==> src/rtl/core/cpd_pkg.sv <==
// Shared types and constants for the command packet deframer.
package cpd_pkg;

  // Header field positions
  localparam int unsigned TypeHi = 31;
  localparam int unsigned TypeLo = 30;
  localparam int unsigned CountHi = 29;
  localparam int unsigned CountLo = 16;
  localparam int unsigned OpcodeHi = 15;
  localparam int unsigned OpcodeLo = 8;
  localparam int unsigned ReservedHi = 7;

  // Configuration register indexes
  localparam logic [7:0] REG_PROCESS_MAP_OPCODE = 8'd0;
  localparam logic [7:0] REG_QUEUE_MAP_OPCODE = 8'd1;

  // Reset values of the opcode registers
  localparam logic [7:0] PROCESS_MAP_RESET = 8'd161;
  localparam logic [7:0] QUEUE_MAP_RESET = 8'd162;

  // Header type codes
  localparam logic [1:0] TYPE_INVALID = 2'd0;
  localparam logic [1:0] TYPE_ONE = 2'd1;
  localparam logic [1:0] TYPE_TWO = 2'd2;

  typedef enum logic [1:0] {
    ERR_NONE        = 2'd0,
    ERR_BAD_TYPE    = 2'd1,
    ERR_UNSUPPORTED = 2'd2,
    ERR_TRUNCATED   = 2'd3
  } err_code_t;

  typedef struct packed {
    logic [7:0] process_map_opcode;
    logic [7:0] queue_map_opcode;
  } cfg_regs_t;

  typedef struct packed {
    logic        is_header;
    logic [7:0]  packet_opcode;
    logic [14:0] body_length;
    logic [1:0]  header_type;
    logic [13:0] body_position;
    logic [31:0] word_out;
    logic        opcode_supported;
    logic        reserved_set;
    logic        not_type_three;
    err_code_t   first_error;
    logic        buffer_done;
    logic        buffer_ok;
  } result_t;

endpackage

==> src/rtl/core/cpd_parse.sv <==
// Packet framing state and single-pass decode of one command word.
module cpd_parse (
  input  logic               clk,
  input  logic               rst,
  input  logic               advance,
  input  logic [31:0]        word,
  input  logic               last,
  input  cpd_pkg::cfg_regs_t cfg,
  output cpd_pkg::result_t   result
);

  logic [14:0]        words_remaining, words_remaining_next;
  logic [14:0]        current_length, current_length_next;
  logic [7:0]         current_opcode, current_opcode_next;
  logic [1:0]         current_type, current_type_next;
  cpd_pkg::err_code_t error_code, error_code_next;

  logic        hdr;
  logic [14:0] rem_after;
  logic [14:0] len_sel;
  logic [7:0]  op_sel;
  logic [1:0]  type_sel;
  logic [14:0] pos_full;
  logic        supported;
  cpd_pkg::err_code_t err_hdr;
  cpd_pkg::err_code_t err_final;

  // Decode the word against the current framing state
  always_comb begin
    hdr       = (words_remaining == 15'd0);
    type_sel  = hdr ? word[cpd_pkg::TypeHi:cpd_pkg::TypeLo] : current_type;
    op_sel    = hdr ? word[cpd_pkg::OpcodeHi:cpd_pkg::OpcodeLo] : current_opcode;
    len_sel   = hdr ? ({1'b0, word[cpd_pkg::CountHi:cpd_pkg::CountLo]} + 15'd1)
                    : current_length;
    rem_after = hdr ? len_sel : (words_remaining - 15'd1);
    pos_full  = hdr ? 15'd0 : (current_length - words_remaining);
    supported = (op_sel == cfg.process_map_opcode) || (op_sel == cfg.queue_map_opcode);

    // Keep the first error only
    err_hdr = error_code;
    if (hdr && error_code == cpd_pkg::ERR_NONE) begin
      if (type_sel == cpd_pkg::TYPE_INVALID) begin
        err_hdr = cpd_pkg::ERR_BAD_TYPE;
      end else if (!supported) begin
        err_hdr = cpd_pkg::ERR_UNSUPPORTED;
      end
    end
    err_final = err_hdr;
    if (last && rem_after != 15'd0 && err_hdr == cpd_pkg::ERR_NONE) begin
      err_final = cpd_pkg::ERR_TRUNCATED;
    end

    result.is_header        = hdr;
    result.packet_opcode    = op_sel;
    result.body_length      = len_sel;
    result.header_type      = type_sel;
    result.body_position    = pos_full[13:0];
    result.word_out         = word;
    result.opcode_supported = supported;
    result.reserved_set     = hdr && (word[cpd_pkg::ReservedHi:0] != 8'd0);
    result.not_type_three   = hdr && (type_sel == cpd_pkg::TYPE_ONE ||
                                      type_sel == cpd_pkg::TYPE_TWO);
    result.first_error      = err_final;
    result.buffer_done      = last;
    result.buffer_ok        = last && (err_final == cpd_pkg::ERR_NONE);
  end

  // Next framing state; the last word starts a fresh buffer
  always_comb begin
    if (last) begin
      words_remaining_next = 15'd0;
      current_length_next  = 15'd0;
      current_opcode_next  = 8'd0;
      current_type_next    = 2'd0;
      error_code_next      = cpd_pkg::ERR_NONE;
    end else begin
      words_remaining_next = rem_after;
      current_length_next  = len_sel;
      current_opcode_next  = op_sel;
      current_type_next    = type_sel;
      error_code_next      = err_final;
    end
  end

  // Advance state on each transfer into the result register
  always_ff @(posedge clk) begin
    if (rst) begin
      words_remaining <= 15'd0;
      current_length  <= 15'd0;
      current_opcode  <= 8'd0;
      current_type    <= 2'd0;
      error_code      <= cpd_pkg::ERR_NONE;
    end else if (advance) begin
      words_remaining <= words_remaining_next;
      current_length  <= current_length_next;
      current_opcode  <= current_opcode_next;
      current_type    <= current_type_next;
      error_code      <= error_code_next;
    end
  end

endmodule

==> src/rtl/core/command_packet_deframer_core.sv <==
// Top level of the command packet deframer: input register, decode, result register.
//
//   channel | signals                                  | direction
//   input   | in_valid, in_ready, word_in, last_word    | in
//   result  | out_valid, out_ready, is_header .. ok     | out
//   config  | cfg_valid, cfg_ready, cfg_index, cfg_data | in
//
// One word per cycle sustained while the result side accepts; a word passes through
// the input register and then the result register before its result can transfer out.
// rst is synchronous: clears the framing state, the valid flags and reloads the
// opcode registers. A stall at the result side backs up through the input
// register; both stages hold their contents until the next stage has room.
module command_packet_deframer_core (
  input  logic        clk,
  input  logic        rst,
  input  logic        in_valid,
  output logic        in_ready,
  input  logic [31:0] word_in,
  input  logic        last_word,
  output logic        out_valid,
  input  logic        out_ready,
  output logic        is_header,
  output logic [7:0]  packet_opcode,
  output logic [14:0] body_length,
  output logic [1:0]  header_type,
  output logic [13:0] body_position,
  output logic [31:0] word_out,
  output logic        opcode_supported,
  output logic        reserved_set,
  output logic        not_type_three,
  output logic [1:0]  first_error,
  output logic        buffer_done,
  output logic        buffer_ok,
  input  logic        cfg_valid,
  output logic        cfg_ready,
  input  logic [7:0]  cfg_index,
  input  logic [7:0]  cfg_data
);

  cpd_pkg::cfg_regs_t cfg;
  cpd_pkg::result_t   result_comb;
  cpd_pkg::result_t   result;

  logic        stage_valid;
  logic [31:0] stage_word;
  logic        stage_last;
  logic        out_room;
  logic        stage_advance;

  // Configuration writes are always taken
  assign cfg_ready = 1'b1;

  always_ff @(posedge clk) begin
    if (rst) begin
      cfg.process_map_opcode <= cpd_pkg::PROCESS_MAP_RESET;
      cfg.queue_map_opcode   <= cpd_pkg::QUEUE_MAP_RESET;
    end else if (cfg_valid) begin
      if (cfg_index == cpd_pkg::REG_PROCESS_MAP_OPCODE) begin
        cfg.process_map_opcode <= cfg_data;
      end else if (cfg_index == cpd_pkg::REG_QUEUE_MAP_OPCODE) begin
        cfg.queue_map_opcode <= cfg_data;
      end
    end
  end

  // Pipeline handshake
  assign out_room      = !out_valid || out_ready;
  assign stage_advance = stage_valid && out_room;
  assign in_ready      = !stage_valid || out_room;

  // Input register
  always_ff @(posedge clk) begin
    if (rst) begin
      stage_valid <= 1'b0;
    end else if (in_ready) begin
      stage_valid <= in_valid;
    end
  end

  always_ff @(posedge clk) begin
    if (in_valid && in_ready) begin
      stage_word <= word_in;
      stage_last <= last_word;
    end
  end

  cpd_parse u_parse (
    .clk     (clk),
    .rst     (rst),
    .advance (stage_advance),
    .word    (stage_word),
    .last    (stage_last),
    .cfg     (cfg),
    .result  (result_comb)
  );

  // Result register
  always_ff @(posedge clk) begin
    if (rst) begin
      out_valid <= 1'b0;
    end else if (out_room) begin
      out_valid <= stage_valid;
    end
  end

  always_ff @(posedge clk) begin
    if (stage_advance) begin
      result <= result_comb;
    end
  end

  assign is_header        = result.is_header;
  assign packet_opcode    = result.packet_opcode;
  assign body_length      = result.body_length;
  assign header_type      = result.header_type;
  assign body_position    = result.body_position;
  assign word_out         = result.word_out;
  assign opcode_supported = result.opcode_supported;
  assign reserved_set     = result.reserved_set;
  assign not_type_three   = result.not_type_three;
  assign first_error      = result.first_error;
  assign buffer_done      = result.buffer_done;
  assign buffer_ok        = result.buffer_ok;

endmodule
==> config.mk <==
export PLATFORM = sky130hd
export DESIGN_NAME = command_packet_deframer_core
export DESIGN_NICKNAME = d
export VERILOG_FILES = /design/src/rtl/core/cpd_pkg.sv /design/src/rtl/core/cpd_parse.sv /design/src/rtl/core/command_packet_deframer_core.sv
export SDC_FILE = /design/constraint.sdc
export NUM_CORES = 1
export LEC_CHECK = 0
export ABC_CLOCK_PERIOD_IN_PS = 10100
export BUFFER_PORTS_ARGS = -buffer_cell sky130_fd_sc_hd__buf_2
export CAP_MARGIN = 30
export CORE_ASPECT_RATIO = 0.9
export CORE_MARGIN = 3
export CORE_UTILIZATION = 32
export DETAILED_ROUTE_END_ITERATION = 10
export PLACE_DENSITY_LB_ADDON = 0.15
export REMOVE_ABC_BUFFERS = 1
export SYNTH_ARGS = -nofsm -noshare
export SYNTH_HDL_FRONTEND = slang
export SYNTH_HIERARCHICAL = 1
export SYNTH_SLANG_ARGS = --single-unit
export TNS_END_PERCENT = 10
==> constraint.sdc <==
create_clock -name clk -period 10.1 [get_ports clk]
set_clock_uncertainty 0.2 [all_clocks]
set_input_delay 2.02 -clock clk [delete_from_list [all_inputs] [get_ports clk]]
set_output_delay 2.02 -clock clk [all_outputs]
set_load 0.01 [all_outputs]
## After elaboration in Yosys (flattened, before gate mapping)

Index checks and enable logic that the tools add are counted.

| operators by class | value |
|---|---|
| bitwise gates (word level) | 1 |
| add/subtract/negate cells | 3 |
| reductions and logical operators | 24 |
| equal/unequal tests | 5 |
| mux-type cells | 13 |

Operators by type and width:

| operator | number |
|---|---|
| 2-to-1 mux 15 bit | 4 |
| equality test 8 bit | 2 |
| 2-to-1 mux 8 bit | 2 |
| adder 14 x 1 -> 15 bit (second input constant) | 1 |
| logical NOT 15 bit | 1 |
| nonzero test 15 bit | 1 |
| subtractor 15 x 1 -> 15 bit (second input constant) | 1 |
| 2-to-1 mux 2 bit | 7 |
| subtractor 14 bit | 1 |
| equality test 8 x 1 -> 1 bit (second input constant) | 1 |
| logical AND 1 bit | 8 |
| logical NOT 2 bit | 4 |
| logical NOT 8 bit | 1 |
| nonzero test 8 bit | 1 |
| logical OR 1 bit | 4 |
| AND reduction 3 bit | 1 |
| equality test 2 x 1 -> 1 bit (second input constant) | 1 |
| equality test 2 bit (second input constant) | 1 |
| logical NOT 1 bit | 2 |
| AND reduction 2 bit | 1 |
| inverter 1 bit | 1 |

| storage, ports and cells | value |
|---|---|
| register bits after elaboration | 172 |
| output and inout bits | 82 |
| input port bits | 54 |
| logic and storage cells | 69 |

## Depth between registers and ports, before layout

| depth | value |
|---|---|
| word-level depth | 12 |
| mapped depth | 13 |
| depth with buffers taken out | 11 |

## By module

Netlist, hierarchy kept.

Modules (own cells, without submodules):

| module | instances | sequential area each (µm²) | area each (µm²) | cells an instance |
|---|---|---|---|---|
| command_packet_deframer_core | 1 | 3723.6 | 4154.0 | 191 |
| cpd_parse | 1 | 840.8 | 3932.5 | 527 |

## Worst setup path after synthesis

Ideal clock, no wire load.

| timing path | value |
|---|---|
| kind | in2reg |
| start | input out_ready |
| end | register u_parse.words_remaining[8] |
| arrival time | 7.758 ns |
| path buffers | 1 |
| slack | 2.072 ns |
| setup time | 0.071 ns |
| required time | 9.829 ns |
| stages on the path | 7 |
| cells stage by stage | nor2b_1 > nor2b_1 > clkinv_1 > nor2_1 > clkbuf_1 > o211ai_1 > a21oi_1 |

| between the ends | value |
|---|---|
| cells in the longest elaborated chain, start to end | 2 |

RTL lines:

| item | RTL line | RTL |
|---|---|---|
| start, declared | command_packet_deframer_core.sv:21 | `input logic out_ready,` |
| logical OR 1 bit | command_packet_deframer_core.sv:67 | `assign out_room = !out_valid \|\| out_ready;` |
| logical AND 1 bit | command_packet_deframer_core.sv:68 | `assign stage_advance = stage_valid && out_room;` |
| via stage_advance | command_packet_deframer_core.sv:48 | `logic stage_advance;` |
| end signal, assigned | cpd_parse.sv:94 | `words_remaining <= words_remaining_next;` |
| end, declared | cpd_parse.sv:12 | `logic [14:0] words_remaining, words_remaining_next;` |

The timed path passes the listed nets, and every way through them passes these cells.
A chain may end at the register's enable or synchronous reset.

## Worst setup path after layout

| timing path | value |
|---|---|
| start | input out_ready |
| end | output in_ready |

| between the ends | value |
|---|---|
| cells in the longest elaborated chain, start to end | 2 |

RTL lines:

| item | RTL line | RTL |
|---|---|---|
| logical OR 1 bit | command_packet_deframer_core.sv:67 |  |
| logical OR 1 bit | command_packet_deframer_core.sv:69 | `assign in_ready = !stage_valid \|\| out_room;` |
| end, declared | command_packet_deframer_core.sv:17 | `output logic in_ready,` |

No other way between the ends.

==> impl_metrics.toml <==
[setup_path]
crit_top_cell = "buf_2"
crit_required_ps = 7880
crit_fanout = 4
crit_family = "simple AND/OR/NAND/NOR gates"
cp_cell_sequence = "buf_2, nor2b_1, nand2_1, buf_2"
cp_slowest_stage_delay_ps = 380
cp.arrival_ps = 2790
start_kind = "primary input"
cp.buffers_inverters = 2
critical_path_class = "primary input to output port"
critPathSlowestCell = "nor2b_1"
cp-end-kind = "output port"

[synth]
synth_compound_area_share_pct = 11.4
synthArstFlopShare_pct = 0
synth_xor_xnor_area_share_pct = 4.66
yosysWarnings = 6
synth.area.mux_share_pct = 3.05
synth_top_family_by_area = "simple AND/OR/NAND/NOR gates"
synth.yosys.seq_area_share_pct = 56.4
synth-edff-count = 112
syn-instance-count = 718
synth-simple-area-share_pct = 14.5
netlist_area_um2 = 8090
synth_flop_cell = "edfxtp_1"
synthDistinctLibCells = 69
synth-adder-area-share_pct = 2.88
synth_seq_cells = 172
avgSynthCellArea_um2 = 11.3

[power_and_ir_drop]
static-leakage-power_nw = 3.62
clkPwrFrac_pct = 33.3
p_per_area_nw_per_um2 = 215
pwr-share-seq_pct = 42.5
swShare_pct = 31.6
irDropWorstVdd_mv = 0.0756
combPwrFrac_pct = 24.2
totalPowerFinal_mw = 2.03
p_switching_mw = 0.641
p_int_mw = 1.39

[drt]
viasPerCell = 4.84
vias = 5643
postRouteAntennaNets = 0
routedWlPerCell_um = 17.0
drt_iter0_drc = 469
drt-pass1-iter-count = 5
drc = 0
finalWirelength_um = 19800

[global_routing]
grtUsageMet1_pct = 22.5
first_global_vias = 5506
grt_remaining_overflow = 0
grt_antenna_before_repair = 0
grt_max_degree = 70
grt_usage_pct = 14.8
use_met2_pct = 21.0
use_met3_pct = 3.40
grt_pass1_wl_um = 31200
globalRoute.busiestLayer = "met1"

[hold_path]
hp-class = "register to register"

[cells_and_area]
drive_above_1_share_pct = 24.2
multi_input_area_um2 = 2980
fill_cells = 2431
diodes = 0
layoutNonFillerInstCount = 1165
regArea_um2 = 4560
fin_area_um2 = 9450
layout_common_cells = "134 x buf_2, 112 x edfxtp_1, 82 x nor2_1"
area_delta_synth_final_pct = 16.8
final_common_cell = "buf_2"
nets = 888

[clocking]
cts_setup_buffers = 0
cts-root-buf = "clkbuf_16"
cts_hold_buffers = 0
h-tree-depth = 4
path_clk_slew_ps = 70
clk_latency_ps = 440
clk_path_buf_depth = 2
post_cts_resized = 0
numCtsBuffers = 17
cts.sinks = 172
tritoncts = "done"

[timing]
hold_viol = 0
worst_pin_slew_ps = 843
finalCriticalPeriod_ps = 5010
whs_ps = 246
fin_crit_sh_pct = 49.6
worst_slack_ps = 5090
fmax_ghz = 0.200
slew_headroom_pct = 43.7
drv_slew = 0
setup_viol = 0
rsz0062_at_grt = "false"

[die]
design.core.area_um2 = 24500
die_h_um = 157
pin_count = 136
design.die.area_um2 = 27200
num_rows = 54
start_util_pct = 33.0
chipWidth_um = 174

[placement]
dpl.hpwl_um = 14100
place_ws_ps = 4780
place_area_um2 = 8850
io_buffers = 134
place_inst = 1133
finalWeightedCongestion = 0.857

[outcome]
status = "finished, final reports clean"

[job]
maxCapViolCount = 0
[cells in the mapped netlist, drive strengths merged (15+ instances only)]
cell type	number	area, µm²
o21ai	15	75.1
a22oi	35	268
clkbuf	15	56.3
nor3	21	121
dfxtp	60	1200
xnor2	27	236
xor2	16	140
nor2	83	312
mux2i	22	220
ha	17	213
edfxtp	112	3360
inv	41	154
nand3	17	85.1
buf	47	354
nand2	33	124
a21oi	34	170
[flip-flops by register name, indices dropped and copies added, names as in the netlist, 8 cells and up]
signal                   cells
stage_word                  32
word_out                    32
cfg                         16
body_length                 15
u_parse/current_length      15
u_parse/words_remaining     15
body_position               14
packet_opcode                8
u_parse/current_opcode       8
[final timing paths]
kind | from | endpoint | slack, ps | cells after the start
max | out_ready | in_ready | 5090 | 4
min | stage_word[30] | word_out[30] | 250 | 0
max reg2reg | u_parse/words_remaining[1] | u_parse/error_code[1] | 5990 | 11
min reg2reg | stage_word[30] | word_out[30] | 250 | 0
[cell families after synthesis]
group                      after synthesis
adders and majority gates               18
xor gates and xnor gates                43
muxes                                   24
buffers and inverters                  104
DFF                                    172
other                                    1
AOI/OAI and AO/OA                      132
and+or+nand+nor                        224
[metrics by stage]
step	setup TNS (ps)	utilization, %
floorplan	-9020	-
global placement	0	36.1
detailed placement	0	36.1
CTS	0	38.5
global route	0	38.5
finish	0	38.5
[power groups by stage]
stage                     Sequential, mW  Combinational [mW]  Clock, mW
after global routing               0.869               0.550      0.725
after CTS                          0.864               0.496      0.695
after detailed placement           0.879               0.494          0
final                              0.862               0.491      0.675
after floorplan                    0.889               0.311          0
after global placement             0.880               0.494          0
[routing by layer]
layer / vias to the layer above / share of wire [%]
met2: 171 / 42
met3: 14 / 5.8
met5: - / 0
met1: 2683 / 52
li1: 2775 / -
met4: 0 / 1.1
[final cells by class]
cell class | instances | share of cell area, %
Sequential cell | 172 | 48.3
Tap cell | 336 | 4.45
Clock buffer | 17 | 4.50
Timing Repair Buffer | 141 | 7.65
Inverter | 42 | 1.67
Clock inverter | 15 | 1.85
Multi-Input combinational cell | 442 | 31.6
No activity file was read; power rests on OpenSTA's default activity.
